### config.mk
export PLATFORM = sky130hd
export DESIGN_NAME = filtered_min_max_mean_stats_unit_flat
export DESIGN_NICKNAME = d
export VERILOG_FILES = /design/src/rtl/fmms_pkg.sv /design/src/rtl/fmms_ifs.sv /design/src/rtl/fmms_alu.sv /design/src/rtl/filtered_min_max_mean_stats_unit.sv /design/src/flat_wrapper.sv
export VERILOG_INCLUDE_DIRS = /design/src /design/src/rtl
export SDC_FILE = /design/constraint.sdc
export NUM_CORES = 1
export LEC_CHECK = 0
export ABC_CLOCK_PERIOD_IN_PS = 6400
export BUFFER_PORTS_ARGS = -buffer_cell sky130_fd_sc_hd__buf_2
export CAP_MARGIN = 40
export CORE_MARGIN = 1.5
export CORE_UTILIZATION = 40
export CTS_CLUSTER_SIZE = 30
export DETAILED_ROUTE_END_ITERATION = 12
export RECOVER_POWER = 50
export SETUP_SLACK_MARGIN = 0.3
export SLEW_MARGIN = 20
export SYNTH_ARGS = -nofsm -noshare
export SYNTH_HDL_FRONTEND = slang
export SYNTH_HIERARCHICAL = 1
export SYNTH_SLANG_ARGS = --single-unit
### constraint.sdc
create_clock -name clk -period 6.4 [get_ports clk]
set_input_delay 0 -clock clk [delete_from_list [all_inputs] [get_ports clk]]
set_output_delay 0 -clock clk [all_outputs]
set_load 0.01 [all_outputs]
### src/rtl/assert_macros.svh
// Assertion helpers shared by the RTL. Both expand to nothing in synthesis.
`ifndef ASSERT_MACROS_SVH
`define ASSERT_MACROS_SVH

`ifndef SYNTHESIS

// Property must hold on every clock edge out of reset.
`define ASSERT_ALWAYS(lbl, clk, rst_n, expr, msg) \
  lbl: assert property (@(posedge clk) disable iff (!rst_n) (expr)) else $error(msg);

// Whenever ante holds, cons must hold in the same cycle.
`define ASSERT_IMPLIES(lbl, clk, rst_n, ante, cons, msg) \
  lbl: assert property (@(posedge clk) disable iff (!rst_n) (ante) |-> (cons)) else $error(msg);

`else

`define ASSERT_ALWAYS(lbl, clk, rst_n, expr, msg)
`define ASSERT_IMPLIES(lbl, clk, rst_n, ante, cons, msg)

`endif

`endif

### src/rtl/fmms_pkg.sv
`timescale 1ns / 1ps
`default_nettype none

package fmms_pkg;

  // Run limit and field widths
  localparam int MAX_ITEMS = 1024;
  localparam int MONTH_W   = 4;
  localparam int YEAR_W    = 16;
  localparam int TEMP_W    = 8;
  localparam int CNT_W     = 11;
  localparam int SUM_W     = 18;
  localparam int AVG_W     = 15;

  // Shared unit and divider sizing: |100 * sum| stays below 2**24
  localparam int ALU_W     = 25;
  localparam int DVD_W     = 24;
  localparam int REM_W     = 11;
  localparam int DIV_STEPS = DVD_W;
  localparam int DIV_CNT_W = 5;

  // Configuration port
  localparam int CFG_IDX_W  = 1;
  localparam int CFG_DATA_W = 4;

  typedef enum logic [CFG_IDX_W-1:0] {
    REG_MONTH_SELECT = 1'b0,
    REG_WHOLE_YEAR   = 1'b1
  } cfg_reg_t;

  typedef enum logic {
    ALU_ADD = 1'b0,
    ALU_SUB = 1'b1
  } alu_op_t;

  typedef struct packed {
    alu_op_t                   op;
    logic signed [ALU_W-1:0]   a;
    logic signed [ALU_W-1:0]   b;
  } alu_req_t;

endpackage

`default_nettype wire

### src/rtl/fmms_ifs.sv
`timescale 1ns / 1ps
`default_nettype none

// Record request channel
interface fmms_in_if;
  logic                                valid;
  logic                                ready;
  logic [fmms_pkg::MONTH_W-1:0]        rec_month;
  logic [fmms_pkg::YEAR_W-1:0]         rec_year;
  logic signed [fmms_pkg::TEMP_W-1:0]  temperature;
  logic                                last_item;

  modport source (output valid, rec_month, rec_year, temperature, last_item, input ready);
  modport sink   (input valid, rec_month, rec_year, temperature, last_item, output ready);
endinterface

// Statistics result channel
interface fmms_out_if;
  logic                                valid;
  logic                                ready;
  logic [fmms_pkg::CNT_W-1:0]          record_count;
  logic signed [fmms_pkg::SUM_W-1:0]   temp_sum;
  logic signed [fmms_pkg::AVG_W-1:0]   average_centi;
  logic signed [fmms_pkg::TEMP_W-1:0]  min_out;
  logic signed [fmms_pkg::TEMP_W-1:0]  max_out;
  logic                                no_data;
  logic [fmms_pkg::YEAR_W-1:0]         period_year;

  modport source (output valid, record_count, temp_sum, average_centi, min_out, max_out,
                  no_data, period_year, input ready);
  modport sink   (input valid, record_count, temp_sum, average_centi, min_out, max_out,
                  no_data, period_year, output ready);
endinterface

// Configuration write channel
interface fmms_cfg_if;
  logic                                valid;
  logic                                ready;
  logic [fmms_pkg::CFG_IDX_W-1:0]      index;
  logic [fmms_pkg::CFG_DATA_W-1:0]     data;

  modport source (output valid, index, data, input ready);
  modport sink   (input valid, index, data, output ready);
endinterface

`default_nettype wire

### src/rtl/fmms_alu.sv
`timescale 1ns / 1ps
`default_nettype none

// Shared add/subtract unit: min/max compares, sum, x100, abs, divide steps, sign fix
module fmms_alu (
  input  fmms_pkg::alu_req_t                   req,
  output logic signed [fmms_pkg::ALU_W-1:0]    res
);

  always_comb begin
    case (req.op)
      fmms_pkg::ALU_ADD: res = req.a + req.b;
      fmms_pkg::ALU_SUB: res = req.a - req.b;
      default:           res = req.a + req.b;
    endcase
  end

endmodule

`default_nettype wire

### src/rtl/filtered_min_max_mean_stats_unit.sv
// A record outside the filter is only captured; a counted record steps through min,
// max and sum (the first counted record of a run skips max). A last record then adds
// x100, sign, 24 divide steps, sign fix and hand-off, or hand-off alone with no data,
// plus any wait for the output register; all steps share one 25-bit add/subtract unit.
// A new record is taken only once the previous one is done; one run result per run.
// Reset (rst_n low, synchronous): run cleared, no result, month_select = 1, whole_year = 0.
`timescale 1ns / 1ps
`default_nettype none

`include "assert_macros.svh"

module filtered_min_max_mean_stats_unit (
  input  wire              clk,
  input  wire              rst_n,
  fmms_in_if.sink          in_rec,
  fmms_out_if.source       out_res,
  fmms_cfg_if.sink         cfg_wr
);

  localparam int AW = fmms_pkg::ALU_W;
  localparam int TW = fmms_pkg::TEMP_W;
  localparam int SW = fmms_pkg::SUM_W;
  localparam int CW = fmms_pkg::CNT_W;
  localparam int DW = fmms_pkg::DVD_W;
  localparam int RW = fmms_pkg::REM_W;
  localparam int VW = fmms_pkg::AVG_W;

  typedef enum logic [3:0] {
    S_IDLE, S_MIN, S_MAX, S_SUM, S_M1, S_M2, S_ABS, S_DIV, S_SGN, S_OUT
  } state_t;

  state_t state_r, state_nxt;

  // Configuration
  logic [fmms_pkg::MONTH_W-1:0] month_sel_r, month_sel_nxt;
  logic                         whole_year_r, whole_year_nxt;

  // Run state
  logic [CW-1:0]                counted_r, counted_nxt;
  logic signed [SW-1:0]         sum_r, sum_nxt;
  logic signed [TW-1:0]         lowest_r, lowest_nxt;
  logic signed [TW-1:0]         highest_r, highest_nxt;
  logic [fmms_pkg::YEAR_W-1:0]  first_year_r, first_year_nxt;
  logic                         run_started_r, run_started_nxt;

  // Captured record
  logic signed [TW-1:0]         temp_r, temp_nxt;
  logic                         last_r, last_nxt;

  // Average datapath
  logic signed [AW-1:0]         acc_r, acc_nxt;
  logic [DW-1:0]                dvd_r, dvd_nxt;
  logic [RW-1:0]                rem_r, rem_nxt;
  logic [fmms_pkg::DIV_CNT_W-1:0] div_cnt_r, div_cnt_nxt;
  logic                         neg_r, neg_nxt;
  logic signed [VW-1:0]         avg_r, avg_nxt;

  // Result register
  logic                         out_valid_r, out_valid_nxt;
  logic [CW-1:0]                o_count_r, o_count_nxt;
  logic signed [SW-1:0]         o_sum_r, o_sum_nxt;
  logic signed [VW-1:0]         o_avg_r, o_avg_nxt;
  logic signed [TW-1:0]         o_min_r, o_min_nxt;
  logic signed [TW-1:0]         o_max_r, o_max_nxt;
  logic                         o_nodata_r, o_nodata_nxt;
  logic [fmms_pkg::YEAR_W-1:0]  o_year_r, o_year_nxt;

  fmms_pkg::alu_req_t           alu_req;
  logic signed [AW-1:0]         alu_res;

  logic                         in_take;
  logic                         rec_match;
  logic signed [AW-1:0]         temp_x, sum_x;

  fmms_alu u_alu (
    .req (alu_req),
    .res (alu_res)
  );

  assign in_rec.ready  = (state_r == S_IDLE);
  assign cfg_wr.ready  = 1'b1;
  assign in_take       = in_rec.valid && in_rec.ready;

  assign rec_match = whole_year_r || (in_rec.rec_month == month_sel_r);
  assign temp_x    = AW'(temp_r);
  assign sum_x     = AW'(sum_r);

  assign out_res.valid         = out_valid_r;
  assign out_res.record_count  = o_count_r;
  assign out_res.temp_sum      = o_sum_r;
  assign out_res.average_centi = o_avg_r;
  assign out_res.min_out       = o_min_r;
  assign out_res.max_out       = o_max_r;
  assign out_res.no_data       = o_nodata_r;
  assign out_res.period_year   = o_year_r;

  // Shared unit operand select
  always_comb begin
    alu_req.op = fmms_pkg::ALU_ADD;
    alu_req.a  = '0;
    alu_req.b  = '0;
    case (state_r)
      S_MIN: begin
        alu_req.op = fmms_pkg::ALU_SUB;
        alu_req.a  = temp_x;
        alu_req.b  = AW'(lowest_r);
      end
      S_MAX: begin
        alu_req.op = fmms_pkg::ALU_SUB;
        alu_req.a  = AW'(highest_r);
        alu_req.b  = temp_x;
      end
      S_SUM: begin
        alu_req.a  = sum_x;
        alu_req.b  = temp_x;
      end
      S_M1: begin
        alu_req.a  = sum_x <<< 6;
        alu_req.b  = sum_x <<< 5;
      end
      S_M2: begin
        alu_req.a  = acc_r;
        alu_req.b  = sum_x <<< 2;
      end
      S_ABS: begin
        alu_req.op = fmms_pkg::ALU_SUB;
        alu_req.b  = acc_r;
      end
      S_DIV: begin
        alu_req.op = fmms_pkg::ALU_SUB;
        alu_req.a  = AW'({rem_r, dvd_r[DW-1]});
        alu_req.b  = AW'(counted_r);
      end
      S_SGN: begin
        alu_req.op = fmms_pkg::ALU_SUB;
        alu_req.b  = AW'(dvd_r);
      end
      default: begin
        alu_req.op = fmms_pkg::ALU_ADD;
      end
    endcase
  end

  // Sequencer and datapath next state
  always_comb begin
    state_nxt       = state_r;
    month_sel_nxt   = month_sel_r;
    whole_year_nxt  = whole_year_r;
    counted_nxt     = counted_r;
    sum_nxt         = sum_r;
    lowest_nxt      = lowest_r;
    highest_nxt     = highest_r;
    first_year_nxt  = first_year_r;
    run_started_nxt = run_started_r;
    temp_nxt        = temp_r;
    last_nxt        = last_r;
    acc_nxt         = acc_r;
    dvd_nxt         = dvd_r;
    rem_nxt         = rem_r;
    div_cnt_nxt     = div_cnt_r;
    neg_nxt         = neg_r;
    avg_nxt         = avg_r;
    out_valid_nxt   = out_valid_r && !out_res.ready;
    o_count_nxt     = o_count_r;
    o_sum_nxt       = o_sum_r;
    o_avg_nxt       = o_avg_r;
    o_min_nxt       = o_min_r;
    o_max_nxt       = o_max_r;
    o_nodata_nxt    = o_nodata_r;
    o_year_nxt      = o_year_r;

    // Register writes
    if (cfg_wr.valid) begin
      if (cfg_wr.index == fmms_pkg::REG_MONTH_SELECT) begin
        month_sel_nxt = cfg_wr.data[fmms_pkg::MONTH_W-1:0];
      end
      if (cfg_wr.index == fmms_pkg::REG_WHOLE_YEAR) begin
        whole_year_nxt = cfg_wr.data[0];
      end
    end

    case (state_r)
      S_IDLE: begin
        if (in_take) begin
          temp_nxt = in_rec.temperature;
          last_nxt = in_rec.last_item;
          if (!run_started_r) begin
            first_year_nxt  = in_rec.rec_year;
            run_started_nxt = 1'b1;
          end
          if (rec_match && (counted_r < CW'(fmms_pkg::MAX_ITEMS))) begin
            state_nxt = S_MIN;
          end else if (in_rec.last_item) begin
            state_nxt = (counted_r != '0) ? S_M1 : S_OUT;
          end
        end
      end
      S_MIN: begin
        if (counted_r == '0) begin
          lowest_nxt  = temp_r;
          highest_nxt = temp_r;
          state_nxt   = S_SUM;
        end else begin
          if (alu_res[AW-1]) lowest_nxt = temp_r;
          state_nxt = S_MAX;
        end
      end
      S_MAX: begin
        if (alu_res[AW-1]) highest_nxt = temp_r;
        state_nxt = S_SUM;
      end
      S_SUM: begin
        sum_nxt     = alu_res[SW-1:0];
        counted_nxt = counted_r + 1'b1;
        state_nxt   = last_r ? S_M1 : S_IDLE;
      end
      S_M1: begin
        acc_nxt   = alu_res;
        state_nxt = S_M2;
      end
      S_M2: begin
        acc_nxt   = alu_res;
        state_nxt = S_ABS;
      end
      S_ABS: begin
        neg_nxt     = acc_r[AW-1];
        dvd_nxt     = acc_r[AW-1] ? alu_res[DW-1:0] : acc_r[DW-1:0];
        rem_nxt     = '0;
        div_cnt_nxt = '0;
        state_nxt   = S_DIV;
      end
      // Restoring divide, one quotient bit per cycle
      S_DIV: begin
        if (alu_res[AW-1]) begin
          rem_nxt = {rem_r[RW-2:0], dvd_r[DW-1]};
          dvd_nxt = {dvd_r[DW-2:0], 1'b0};
        end else begin
          rem_nxt = alu_res[RW-1:0];
          dvd_nxt = {dvd_r[DW-2:0], 1'b1};
        end
        div_cnt_nxt = div_cnt_r + 1'b1;
        if (div_cnt_r == fmms_pkg::DIV_CNT_W'(fmms_pkg::DIV_STEPS - 1)) begin
          state_nxt = S_SGN;
        end
      end
      S_SGN: begin
        avg_nxt   = neg_r ? alu_res[VW-1:0] : dvd_r[VW-1:0];
        state_nxt = S_OUT;
      end
      // Hand the result over once the output register is free
      S_OUT: begin
        if (!out_valid_r || out_res.ready) begin
          out_valid_nxt = 1'b1;
          o_nodata_nxt  = (counted_r == '0);
          o_year_nxt    = first_year_r;
          if (counted_r == '0) begin
            o_count_nxt = '0;
            o_sum_nxt   = '0;
            o_avg_nxt   = '0;
            o_min_nxt   = '0;
            o_max_nxt   = '0;
          end else begin
            o_count_nxt = counted_r;
            o_sum_nxt   = sum_r;
            o_avg_nxt   = avg_r;
            o_min_nxt   = lowest_r;
            o_max_nxt   = highest_r;
          end
          counted_nxt     = '0;
          sum_nxt         = '0;
          lowest_nxt      = '0;
          highest_nxt     = '0;
          first_year_nxt  = '0;
          run_started_nxt = 1'b0;
          state_nxt       = S_IDLE;
        end
      end
      default: begin
        state_nxt = S_IDLE;
      end
    endcase
  end

  // State, control and registered outputs
  always_ff @(posedge clk) begin
    if (!rst_n) begin
      state_r       <= S_IDLE;
      month_sel_r   <= fmms_pkg::MONTH_W'(1);
      whole_year_r  <= 1'b0;
      counted_r     <= '0;
      sum_r         <= '0;
      run_started_r <= 1'b0;
      out_valid_r   <= 1'b0;
    end else begin
      state_r       <= state_nxt;
      month_sel_r   <= month_sel_nxt;
      whole_year_r  <= whole_year_nxt;
      counted_r     <= counted_nxt;
      sum_r         <= sum_nxt;
      run_started_r <= run_started_nxt;
      out_valid_r   <= out_valid_nxt;
    end
    lowest_r     <= lowest_nxt;
    highest_r    <= highest_nxt;
    first_year_r <= first_year_nxt;
    temp_r       <= temp_nxt;
    last_r       <= last_nxt;
    acc_r        <= acc_nxt;
    dvd_r        <= dvd_nxt;
    rem_r        <= rem_nxt;
    div_cnt_r    <= div_cnt_nxt;
    neg_r        <= neg_nxt;
    avg_r        <= avg_nxt;
    o_count_r    <= o_count_nxt;
    o_sum_r      <= o_sum_nxt;
    o_avg_r      <= o_avg_nxt;
    o_min_r      <= o_min_nxt;
    o_max_r      <= o_max_nxt;
    o_nodata_r   <= o_nodata_nxt;
    o_year_r     <= o_year_nxt;
  end

  // Checks
  `ASSERT_ALWAYS(a_count_cap, clk, rst_n,
                 counted_r <= CW'(fmms_pkg::MAX_ITEMS), "run count past limit")
  `ASSERT_IMPLIES(a_result_src, clk, rst_n,
                  $rose(out_valid_r), $past(state_r) == S_OUT, "result without finish step")
  `ASSERT_IMPLIES(a_nodata_zero, clk, rst_n, out_valid_r && o_nodata_r,
                  o_count_r == '0 && o_sum_r == '0 && o_min_r == '0 && o_max_r == '0,
                  "no-data result not cleared")
  `ASSERT_IMPLIES(a_avg_sign, clk, rst_n, out_valid_r && !o_nodata_r && !o_sum_r[SW-1],
                  !o_avg_r[VW-1], "average sign wrong")

endmodule

`default_nettype wire
### src/flat_wrapper.sv
// flat-port wrapper written by rule: the top's interface ports become plain ports
module filtered_min_max_mean_stats_unit_flat 
  (clk, rst_n, in_rec_valid, in_rec_rec_month, in_rec_rec_year, in_rec_temperature, in_rec_last_item, in_rec_ready, out_res_valid, out_res_record_count, out_res_temp_sum, out_res_average_centi, out_res_min_out, out_res_max_out, out_res_no_data, out_res_period_year, out_res_ready, cfg_wr_valid, cfg_wr_index, cfg_wr_data, cfg_wr_ready);
  fmms_in_if in_rec_i ();
  fmms_out_if out_res_i ();
  fmms_cfg_if cfg_wr_i ();
  input  wire clk;
  input  wire rst_n;
  input wire logic [$bits(in_rec_i.valid)-1:0] in_rec_valid;
  input wire logic [$bits(in_rec_i.rec_month)-1:0] in_rec_rec_month;
  input wire logic [$bits(in_rec_i.rec_year)-1:0] in_rec_rec_year;
  input wire logic [$bits(in_rec_i.temperature)-1:0] in_rec_temperature;
  input wire logic [$bits(in_rec_i.last_item)-1:0] in_rec_last_item;
  output wire logic [$bits(in_rec_i.ready)-1:0] in_rec_ready;
  output wire logic [$bits(out_res_i.valid)-1:0] out_res_valid;
  output wire logic [$bits(out_res_i.record_count)-1:0] out_res_record_count;
  output wire logic [$bits(out_res_i.temp_sum)-1:0] out_res_temp_sum;
  output wire logic [$bits(out_res_i.average_centi)-1:0] out_res_average_centi;
  output wire logic [$bits(out_res_i.min_out)-1:0] out_res_min_out;
  output wire logic [$bits(out_res_i.max_out)-1:0] out_res_max_out;
  output wire logic [$bits(out_res_i.no_data)-1:0] out_res_no_data;
  output wire logic [$bits(out_res_i.period_year)-1:0] out_res_period_year;
  input wire logic [$bits(out_res_i.ready)-1:0] out_res_ready;
  input wire logic [$bits(cfg_wr_i.valid)-1:0] cfg_wr_valid;
  input wire logic [$bits(cfg_wr_i.index)-1:0] cfg_wr_index;
  input wire logic [$bits(cfg_wr_i.data)-1:0] cfg_wr_data;
  output wire logic [$bits(cfg_wr_i.ready)-1:0] cfg_wr_ready;
  assign in_rec_i.valid = in_rec_valid;
  assign in_rec_i.rec_month = in_rec_rec_month;
  assign in_rec_i.rec_year = in_rec_rec_year;
  assign in_rec_i.temperature = in_rec_temperature;
  assign in_rec_i.last_item = in_rec_last_item;
  assign in_rec_ready = in_rec_i.ready;
  assign out_res_valid = out_res_i.valid;
  assign out_res_record_count = out_res_i.record_count;
  assign out_res_temp_sum = out_res_i.temp_sum;
  assign out_res_average_centi = out_res_i.average_centi;
  assign out_res_min_out = out_res_i.min_out;
  assign out_res_max_out = out_res_i.max_out;
  assign out_res_no_data = out_res_i.no_data;
  assign out_res_period_year = out_res_i.period_year;
  assign out_res_i.ready = out_res_ready;
  assign cfg_wr_i.valid = cfg_wr_valid;
  assign cfg_wr_i.index = cfg_wr_index;
  assign cfg_wr_i.data = cfg_wr_data;
  assign cfg_wr_ready = cfg_wr_i.ready;
  filtered_min_max_mean_stats_unit u_core (.clk(clk), .rst_n(rst_n), .in_rec(in_rec_i), .out_res(out_res_i), .cfg_wr(cfg_wr_i));
endmodule
==> results of run 1 <==
-- critical path, cell delays in order (launching register included) --
cell	delay (ns)
dfxtp_2	0.53
nand2b_1	0.17
nor3_4	0.59
clkbuf_1	0.83
a22oi_1	0.21
nand3_1	0.20
or4_4	0.19
nor3_4	0.05
o21ai_0	0.40
nor2_1	0.13
xnor2_1	0.15
ha_1	0.36
a21o_1	0.23
a21oi_1	0.14
o21ai_0	0.09
a21oi_1	0.20
o221a_2	0.25
xnor2_2	0.14
buf_4	0.30
mux2i_1	0.21
nor2_1	0.06
-- cell families (layout without fill, tap and decap cells) --
kind of cell / after synthesis / in the layout / share of synthesized area
multiplexers: 66 / 66 / 0.0544
AO/OA/AOI/OAI: 247 / 247 / 0.142
adder cells (fa/ha/maj): 29 / 29 / 0.0296
AND/OR/NAND/NOR: 375 / 375 / 0.155
flip-flops: 239 / 239 / 0.541
other: 1 / 1 / 0.000299
XOR/XNOR: 60 / 60 / 0.0420
buffers and inverters: 101 / 258 / 0.0353
-- cell type report --
cell class | instances | area (sq um)
clock buffers | 36 | 718
clock inverters | 11 | 114
fillers | 2895 | 16100
inverters | 26 | 98.8
multi-input cells | 778 | 5300
flip-flops and latches | 239 | 6780
well taps | 396 | 495
repair buffers | 185 | 1090
-- flip-flops by register name, summed over array words and instances (netlist names), 11 cells and up --
name	cells
u_core/acc_r	25
u_core/first_year_r	16
u_core/out_res.record_count	11
u_core/dvd_r	24
u_core/avg_r	15
u_core/out_res.average_centi	15
u_core/out_res.period_year	16
u_core/counted_r	11
u_core/rem_r	11
u_core/sum_r	18
u_core/out_res.temp_sum	18
-- metal layers --
layer	up-vias	global-route usage	routed length [um]
met3	67	0.0261	2180
met1	4549	0.292	15600
met4	0	0.0670	1000
met5	-	0	0
li1	4424	-	-
met2	343	0.341	15900
-- worst max-delay path by stage --
stage	endpoint
global placement	u_core/rem_r[10]$_SDFFCE_PN0P_
detailed placement	u_core/rem_r[8]$_SDFFCE_PN0P_
global route	u_core/dvd_r[23]$_DFFE_PP_
floorplan	u_core/highest_r[0]$_SDFFCE_PP0P_
CTS	u_core/rem_r[8]$_SDFFCE_PN0P_
finish	u_core/rem_r[8]$_SDFFCE_PN0P_
-- cells in the final DEF, fill, tap and decap left out, types with 5 or more instances in the layout --
| cell type | synthesis | layout |
|---|---|---|
| clkinv_2 | 0 | 6 |
| ha_1 | 28 | 28 |
| nand2_1 | 85 | 85 |
| nand4_1 | 7 | 7 |
| dlygate4sd3_1 | 0 | 40 |
| nor2_1 | 98 | 97 |
| a21o_1 | 9 | 9 |
| a22oi_1 | 67 | 67 |
| dfxtp_1 | 40 | 37 |
| and3_1 | 7 | 7 |
| buf_4 | 5 | 18 |
| clkbuf_1 | 41 | 94 |
| xor2_1 | 18 | 18 |
| a221o_1 | 15 | 15 |
| nor3_1 | 9 | 10 |
| mux2i_1 | 50 | 50 |
| and2_1 | 57 | 29 |
| and2_0 | 0 | 28 |
| a211oi_1 | 5 | 5 |
| a31oi_1 | 8 | 8 |
| buf_2 | 23 | 38 |
| nand3_1 | 37 | 38 |
| nand2b_1 | 10 | 10 |
| xnor2_1 | 42 | 41 |
| nor2b_1 | 31 | 31 |
| o21ai_0 | 41 | 41 |
| inv_1 | 24 | 24 |
| clkbuf_16 | 0 | 26 |
| mux2_2 | 16 | 16 |
| a222oi_1 | 16 | 16 |
| a21oi_1 | 45 | 45 |
| edfxtp_1 | 199 | 199 |
-- repair_timing --
item | in CTS | in global routing
hold buffers | 40 | 0
hold endpoints to repair | 37 | 0
gates resized for setup | 0 | 4
setup endpoints to repair | 0 | 33
-- metrics by stage --
stage / util / area (sq um) / total power [mW] / setup slack [ns]
floorplan: - / 12500 / 5.99 / 0.647
global placement: 0.439 / 13500 / 7.31 / 0.781
detailed placement: 0.441 / 13500 / 7.33 / 0.631
CTS: 0.481 / 14800 / 8.83 / 0.603
global route: 0.476 / 14600 / 9.40 / 0.189
finish: 0.476 / 14600 / 8.83 / 0.609
-- power by group through the flow --
stage               combinational, mW  clock [mW]  sequential, mW
finish                           5.00        1.45            2.38
global route                     5.47        1.53            2.39
CTS                              4.98        1.48            2.37
detailed placement               4.92           0            2.41
global placement                 4.91           0            2.40
floorplan                        3.66           0            2.34
==> out/qor.yml, run 1 <==
status: "complete, but fails checks"
violations: "max-capacitance violations, max-slew violations"
fin_crit_sh: 0.905
io_pins: 119
ant_nets: 0
clkSinkCount: 239
leakage_nw: 5.26
synth_edf_count: 199
yosysSeqAreaShare: 0.541
syn_area_sq_um: 12500
power_density_nw_per_um2: 605
cts_root_buf: "clkbuf_16"
rr_endpoint: "u_core/rem_r[8]$_SDFFCE_PN0P_"
ys_top_cells_by_area: "edfxtp_1 48%, dfxtp_1 6.4%, a22oi_1 4.0%"
drtIter0Drc: 989
required_ns: 6.63
fp.coreArea_sq_um: 30700
netSwitchingFraction: 0.440
htreeDepth: 1
cts_buffer_depth: 3
rows: 64
overflow: 0
port_buffers: 117
ys_async_sr_fraction: 0
wirelength_um: 34700
hold_path_end: "u_core/out_res.valid$_SDFF_PN0_"
grt_pass1_wl_um: 53700
hold_slack_ns: 0.0683
gp_congestion: 0.886
hold_violations: 0
rsz0062_at_grt: "no"
fin_crit_ns: 5.79
antenna_cells: 0
fmax_ghz: 0.173
synth-seq-cells: 239
die_area_sq_um: 32400
worstPathMaxFanout: 20
crit_path_start_kind: "register"
arrival_ns: 6.03
r2r_start: "u_core/state_r[3]$_SDFFE_PN0P_"
setup_viol: 0
hold_start: "out_res_ready"
clk_latency_ns: 0.56
grt_usage: 0.210
drv_slew: 142
synth.avg_cell_area_sq_um: 11.2
grt_max_degree: 64
setup_tns_ns: 0
r2r_slack_ns: 0.61
p_switching_mw: 3.88
num_vias: 9383
worstMarginPinSlew_ns: 2.67
synth_top_cell_by_area: "edfxtp_1"
ys.warnings.count: 6
whs_path_depth: 4
avgViaCountPerCell: 5.62
finClkSkew_ns: 0.0363
initial_core_util: 0.408
synthFlopType: "edfxtp_1"
relSlewSlack: -0.780
timing_worst_setup_path_type: "reg2reg"
syn_nets: 1186
fin_cells: 1671
drive_gt1_frac: 0.112
r2r_cells: 20
die_w_um: 180
antenna_found_initial: 0
area_growth_pct: 16.5
drv_cap: 4
holdCritPathClass: "in2reg"
cts_tree: "built"
synth_commonest_cells: "199 x edfxtp_1, 98 x nor2_1, 85 x nand2_1"
post_cts_buffers: 0
yosysMostFrequentCell: "edfxtp_1"
dr.pass1.iters: 7
drc: 0
crit_start: "u_core/state_r[3]$_SDFFE_PN0P_"
vdd_drop_max_uv: 288
dp_hpwl_um: 24600
cts.clk_slew.worst_paths_ns: 0.06
pwr-share-clk: 0.164
internal-power_mw: 4.94
endpoint_kind: "register"
netlist.area_leader.share: 0.477
wl_per_cell_um: 20.8
numCtsBuffers: 26
synth_cells: 1118
fin_nets: 1324
p_comb_frac: 0.567
yosysUniqueCellTypes: 85
fp.dieH_um: 180
place_inst: 1584
p_seq_frac: 0.269
grt_pass1_vias: 9244
Power figures use the tool's default switching activity.
==> run 2, diff against run 1 <==
CORE_ASPECT_RATIO = 1.75   (was default)
==> out/qor.yml, run 2 (synthesis gave the netlist of run 1 again) <==
drc: 0  # unchanged
ant_nets: 0  # unchanged
initial_core_util: 0.406  # was 0.408
clkSinkCount: 239  # unchanged
largest_register: "u_core/acc_r"  # unchanged
fp.coreArea_sq_um: 30800  # was 30700 sq um
avgViaCountPerCell: 5.77  # was 5.62
hold_slack_ns: 0.0380  # was 0.0683 ns
r2r_slack_ns: 0.61  # about the same
layout_commonest_cell: "edfxtp_1"  # unchanged
io_pins: 119  # unchanged
hold_start: "in_rec_rec_month[2]"  # was out_res_ready
regArea_sq_um: 6780  # about the same
endpoint_kind: "register"  # unchanged
fin_crit_sh: 0.905  # about the same
grt_max_degree: 64  # unchanged
multi_input_area_sq_um: 5300  # about the same
grt_pass1_wl_um: 57700  # was 53700 um
die_area_sq_um: 32400  # about the same
crit_start: "u_core/state_r[2]$_SDFFE_PN0P_"  # was u_core/state_r[3]$_SDFFE_PN0P_
wirelength_um: 38600  # was 34700 um
arrival_ns: 6.04  # was 6.03 ns
status: "complete, but fails checks"  # unchanged
rsz0062_at_grt: "no"  # unchanged
setup_tns_ns: 0  # unchanged
worstMarginPinSlew_ns: 2.05  # was 2.67 ns
largest_registers: "u_core/acc_r (25), u_core/dvd_r (24)"  # unchanged
htreeDepth: 1  # unchanged
fin_crit_ns: 5.79  # about the same
drv_cap: 3  # was 4
wl_per_cell_um: 23.3  # was 20.8 um
grt_pass1_vias: 9886  # was 9244
die_w_um: 137  # was 180 um
fin_nets: 1321  # was 1324
cts_root_buf: "clkbuf_16"  # unchanged
drtIter0Drc: 629  # was 989
numCtsBuffers: 22  # was 26
pwr-share-clk: 0.155  # was 0.164
grt_usage: 0.240  # was 0.210
p_seq_frac: 0.261  # was 0.269
port_buffers: 117  # unchanged
fmax_ghz: 0.173  # about the same
hold_violations: 0  # unchanged
drv_slew: 102  # was 142
largest_reg_flops: 25  # unchanged
gp_congestion: 0.963  # was 0.886
violations: "max-capacitance violations, max-slew violations"  # unchanged
leakage_nw: 5.24  # was 5.26 nW
p_switching_mw: 4.10  # was 3.88 mW
place_inst: 1580  # was 1584
r2r_start: "u_core/state_r[2]$_SDFFE_PN0P_"  # was u_core/state_r[3]$_SDFFE_PN0P_
holdCritPathClass: "in2reg"  # unchanged
utilization: 0.471  # was 0.476
antenna_cells: 0  # unchanged
worstPathMaxFanout: 26  # was 20
overflow: 0  # unchanged
layout_common_cells: "199 x edfxtp_1, 95 x nor2_1, 88 x clkbuf_1"  # was 199 x edfxtp_1, 97 x nor2_1, 94 x clkbuf_1
rows: 85  # was 64
fin_cells: 1660  # was 1671
finClkSkew_ns: 0.0200  # was 0.0363 ns
cts_tree: "built"  # unchanged
drive_gt1_frac: 0.110  # was 0.112
dp_hpwl_um: 27800  # was 24600 um
num_vias: 9580  # was 9383
netSwitchingFraction: 0.455  # was 0.440
antenna_found_initial: 0  # unchanged
area_growth_pct: 16.0  # was 16.5%
clk_latency_ns: 0.54  # was 0.56 ns
required_ns: 6.65  # was 6.63 ns
crit_path_start_kind: "register"  # unchanged
fp.dieH_um: 237  # was 180 um
setup_viol: 0  # unchanged
internal-power_mw: 4.91  # was 4.94 mW
timing_worst_setup_path_type: "reg2reg"  # unchanged
power_density_nw_per_um2: 620  # was 605 nW/um^2
p_comb_frac: 0.584  # was 0.567
cts.clk_slew.worst_paths_ns: 0.07  # was 0.06 ns
relSlewSlack: -0.366  # was -0.780
n_fill_cell: 2909  # was 2895
post_cts_buffers: 0  # unchanged
dr.pass1.iters: 8  # was 7
cts_buffer_depth: 3  # unchanged
vdd_drop_max_uv: 299  # was 288 uV
run 2: changes by cell type in the layout (fill, tap and decap cells not counted), moves of 3 or more:
| cell | previous run | this run |
|---|---|---|
| and2_0 | 28 | 33 |
| dfxtp_2 | 3 | 0 |
| and2_1 | 29 | 24 |
| buf_4 | 18 | 23 |
| dfxtp_1 | 37 | 40 |
| clkinv_1 | 1 | 4 |
| clkbuf_1 | 94 | 88 |
| bufinv_16 | 1 | 4 |
| clkbuf_8 | 3 | 0 |
| clkbuf_16 | 26 | 22 |
run 2: worst paths after layout:
| check | endpoint | cells after the start |
|---|---|---|
| max | u_core/rem_r[6]$_SDFFCE_PN0P_ | 19 |
| min | u_core/state_r[0]$_SDFFE_PN0P_ | 5 |
| max reg2reg | u_core/rem_r[6]$_SDFFCE_PN0P_ | 19 |
| min reg2reg | u_core/out_res.period_year[3]$_DFFE_PP_ | 0 |
run 2: per-layer routing:
metal / up-vias / GRT usage / wire [um]
li1: 4423 / - / -
met1: 4701 / 0.244 / 13300
met2: 350 / 0.454 / 21300
met3: 106 / 0.0265 / 1770
met4: 0 / 0.146 / 2260
met5: - / 0 / 0
run 2: cell type report:
class	instances	area share
Clock inverter	15	0.0136
Sequential cell	239	0.466
Timing Repair Buffer	186	0.0763
Clock buffer	25	0.0387
Inverter	26	0.00680
Tap cell	391	0.0337
Multi-Input combinational cell	778	0.365
run 2: timing repair:
action | CTS | global route
hold buffers | 39 | 0
setup endpoints to repair | 0 | 30
endpoints found under the hold margin | 35 | 0
gates resized for setup | 0 | 2
run 2: worst max-delay path, cell delays in order (launching register included):
cell      delay (ns)
dfxtp_1         0.63
nand2b_1        0.32
nor2_2          0.14
clkbuf_1        1.48
nand2_1         0.12
nand2_1         0.20
a221o_1         0.16
nor2_1          0.12
a31oi_1         0.18
nor2_1          0.08
xnor2_1         0.16
ha_1            0.34
nand4_1         0.17
nor3_1          0.22
nand2_1         0.07
o221a_2         0.27
xnor2_2         0.22
buf_4           0.31
mux2i_1         0.24
nor2_1          0.06
run 2: stage by stage:
stage          total power, mW  area (sq um)  setup slack (ns)
6_report                  9.01         14500             0.610
5_1_grt                   9.58         14500             0.286
4_1_cts                   9.02         14700             0.599
3_5_place_dp              7.57         13500             0.627
3_3_place_gp              7.53         13500             0.775
2_1_floorplan             5.99         12500             0.647
run 2: power groups by stage:
stage / clock network [mW] / logic (mW) / registers, mW
after global routing: 1.48 / 5.73 / 2.36
after CTS: 1.43 / 5.25 / 2.35
after floorplan: 0 / 3.66 / 2.34
after global placement: 0 / 5.16 / 2.38
after detailed placement: 0 / 5.19 / 2.38
final: 1.40 / 5.27 / 2.35
==> run 3, diff against run 2 <==
ABC_CLOCK_PERIOD_IN_PS = 5620   (was 6400)
clock period = 5.62 ns   (was 6.4 ns; I/O delays follow)
==> out/qor.yml, run 3 (synthesis gave the netlist of run 1 again) <==
gp_congestion: 0.959  # was 0.963
r2r_slack_ns: 0.52  # was 0.61 ns
fmax_ghz: 0.196  # was 0.173 GHz
timing_worst_setup_path_type: "reg2reg"  # unchanged
fin_nets: 1344  # was 1321
holdCritPathClass: "in2reg"  # unchanged
largest_register: "u_core/acc_r"  # unchanged
fp.coreArea_sq_um: 30800  # unchanged
finalPower_mw: 10.7  # was 9.01 mW
relSlewSlack: -0.518  # was -0.366
htreeDepth: 1  # unchanged
power_density_nw_per_um2: 725  # was 620 nW/um^2
dp_hpwl_um: 27800  # about the same
place_inst: 1602  # was 1580
pwr-share-clk: 0.150  # was 0.155
drc: 0  # unchanged
setup_viol: 0  # unchanged
clkSinkCount: 239  # unchanged
antenna_cells: 0  # unchanged
wl_per_cell_um: 22.7  # was 23.3 um
dr.pass1.iters: 6  # was 8
leakage_nw: 5.40  # was 5.24 nW
largest_reg_flops: 25  # unchanged
die_w_um: 137  # unchanged
grt_max_degree: 64  # unchanged
critPathSlowestCell: "dfxtp_1"  # was clkbuf_1
place_area_sq_um: 13700  # was 13500 sq um
num_vias: 9644  # was 9580
port_buffers: 117  # unchanged
grt_pass1_wl_um: 57700  # about the same
die_area_sq_um: 32400  # unchanged
fin_cells: 1683  # was 1660
area_growth_pct: 18.2  # was 16.0%
io_pins: 119  # unchanged
grt_pass1_vias: 9974  # was 9886
hold_start: "out_res_ready"  # was in_rec_rec_month[2]
fin_ws_ns: 0.518  # was 0.610 ns
critPathMaxStageDelay_ns: 0.46  # was 1.48 ns
grt_usage: 0.238  # was 0.240
antenna_found_initial: 0  # unchanged
netSwitchingFraction: 0.449  # was 0.455
cts.clk_slew.worst_paths_ns: 0.07  # about the same
cts_root_buf: "clkbuf_16"  # unchanged
rr_endpoint: "u_core/dvd_r[23]$_DFFE_PP_"  # was u_core/rem_r[6]$_SDFFCE_PN0P_
r2r_cells: 20  # was 19
drtIter0Drc: 677  # was 629
worstMarginPinSlew_ns: 2.28  # was 2.05 ns
arrival_ns: 5.48  # was 6.04 ns
fin_crit_ns: 5.10  # was 5.79 ns
required_ns: 6.00  # was 6.65 ns
layout_commonest_cell: "edfxtp_1"  # unchanged
initial_core_util: 0.406  # unchanged
largest_registers: "u_core/acc_r (25), u_core/dvd_r (24)"  # unchanged
hold_slack_ns: 0.113  # was 0.0380 ns
n_fill_cell: 2906  # was 2909
postLayoutCellArea_sq_um: 14800  # was 14500 sq um
rsz0062_at_grt: "no"  # unchanged
fin_crit_sh: 0.908  # was 0.905
drv_cap: 2  # was 3
hold_path_end: "u_core/out_res.valid$_SDFF_PN0_"  # was u_core/state_r[0]$_SDFFE_PN0P_
numCtsBuffers: 22  # unchanged
whs_path_depth: 4  # was 5
finClkSkew_ns: 0.0192  # was 0.0200 ns
avgViaCountPerCell: 5.73  # was 5.77
drv_slew: 53  # was 102
overflow: 0  # unchanged
r2r_start: "u_core/state_r[0]$_SDFFE_PN0P_"  # was u_core/state_r[2]$_SDFFE_PN0P_
clk_latency_ns: 0.53  # was 0.54 ns
drive_gt1_frac: 0.135  # was 0.110
internal-power_mw: 5.92  # was 4.91 mW
vdd_drop_max_uv: 495  # was 299 uV
fp.dieH_um: 237  # unchanged
hold_violations: 0  # unchanged
wirelength_um: 38200  # was 38600 um
p_switching_mw: 4.81  # was 4.10 mW
crit_chain: "buf_8, mux2i_1, o21ai_0, a221o_1, inv_1, ha_1, and3_1, and3_4, a21oi_1, xnor2_1, ha_1, and3_1, and2_1, a2111oi_0, buf_4, nand3_1, a21oi_1, xnor2_1, mux2i_1, o21ai_0"  # was nand2b_1, nor2_2, clkbuf_1, nand2_1, nand2_1, a221o_1, nor2_1, a31oi_1, nor2_1, xnor2_1, ha_1, nand4_1, nor3_1, nand2_1, o221a_2, xnor2_2, buf_4, mux2i_1, nor2_1
layout_common_cells: "199 x edfxtp_1, 97 x nor2_1, 86 x clkbuf_1"  # was 199 x edfxtp_1, 95 x nor2_1, 88 x clkbuf_1
violations: "max-capacitance violations, max-slew violations"  # unchanged
utilization: 0.480  # was 0.471
rows: 85  # unchanged
setup_tns_ns: 0  # unchanged
cts_buffer_depth: 3  # unchanged
worstPathMaxFanout: 22  # was 26
ant_nets: 0  # unchanged
endpoint_kind: "register"  # unchanged
pre_cts_slack_ns: 0.451  # was 0.627 ns
cts_tree: "built"  # unchanged
status: "complete, but fails checks"  # unchanged
p_comb_frac: 0.600  # was 0.584
p_seq_frac: 0.250  # was 0.261
crit_path_start_kind: "register"  # unchanged
[run 3: cell type report]
cell class / count / area (sq um) / share of cell area
sequential: 239 / 6780 / 0.458
multi-input combinational: 778 / 5350 / 0.361
timing repair buffer: 209 / 1310 / 0.0886
clock buffer: 26 / 618 / 0.0417
tap: 391 / 489 / 0.0330
clock inverter: 14 / 158 / 0.0106
inverter: 26 / 98.8 / 0.00668
[run 3: worst max path at each step]
stage | from | cells after the start | slack, ns | end
2_1_floorplan | u_core/state_r[0]$_SDFFE_PN0P_ | 23 | 0.31 | u_core/highest_r[0]$_SDFFCE_PP0P_
3_3_place_gp | u_core/state_r[1]$_SDFFE_PN0P_ | 20 | 0.48 | u_core/dvd_r[23]$_DFFE_PP_
4_1_cts | u_core/state_r[0]$_SDFFE_PN0P_ | 20 | 0.41 | u_core/dvd_r[23]$_DFFE_PP_
3_5_place_dp | u_core/state_r[0]$_SDFFE_PN0P_ | 20 | 0.45 | u_core/dvd_r[23]$_DFFE_PP_
5_1_grt | u_core/state_r[1]$_SDFFE_PN0P_ | 21 | 0.19 | u_core/dvd_r[23]$_DFFE_PP_
6_report | u_core/state_r[0]$_SDFFE_PN0P_ | 20 | 0.52 | u_core/dvd_r[23]$_DFFE_PP_
[run 3: critical path, delay by kind of cell (launching register included)]
kind	cells	cell delay (ns)
flip-flops	1	0.46
AO/OA/AOI/OAI	6	1.40
adder cells (fa/ha/maj)	2	0.66
AND/OR/NAND/NOR	5	1.09
multiplexers	2	0.47
buffers and inverters	3	0.53
XOR/XNOR	2	0.31
[run 3: timing repair]
| item | 4_1_cts | 5_1_grt |
|---|---|---|
| hold buffers | 40 | 0 |
| buffers inserted | 0 | 1 |
| setup endpoints to repair | 0 | 34 |
| resized for setup | 0 | 18 |
| endpoints found under the hold margin | 35 | 0 |
[run 3: power groups by stage]
stage | Combinational, mW | Clock [mW] | Sequential (mW)
finish | 6.44 | 1.61 | 2.68
global route | 6.93 | 1.71 | 2.70
CTS | 6.30 | 1.65 | 2.67
detailed placement | 6.24 | 0 | 2.71
global placement | 6.21 | 0 | 2.71
floorplan | 4.20 | 0 | 2.66
[run 3: per-layer routing]
metal / global-route usage / vias to the layer above / part of all wire
li1: - / 4466 / -
met1: 0.242 / 4714 / 0.34
met2: 0.458 / 354 / 0.55
met3: 0.0221 / 110 / 0.040
met4: 0.140 / 0 / 0.062
met5: 0 / - / 0
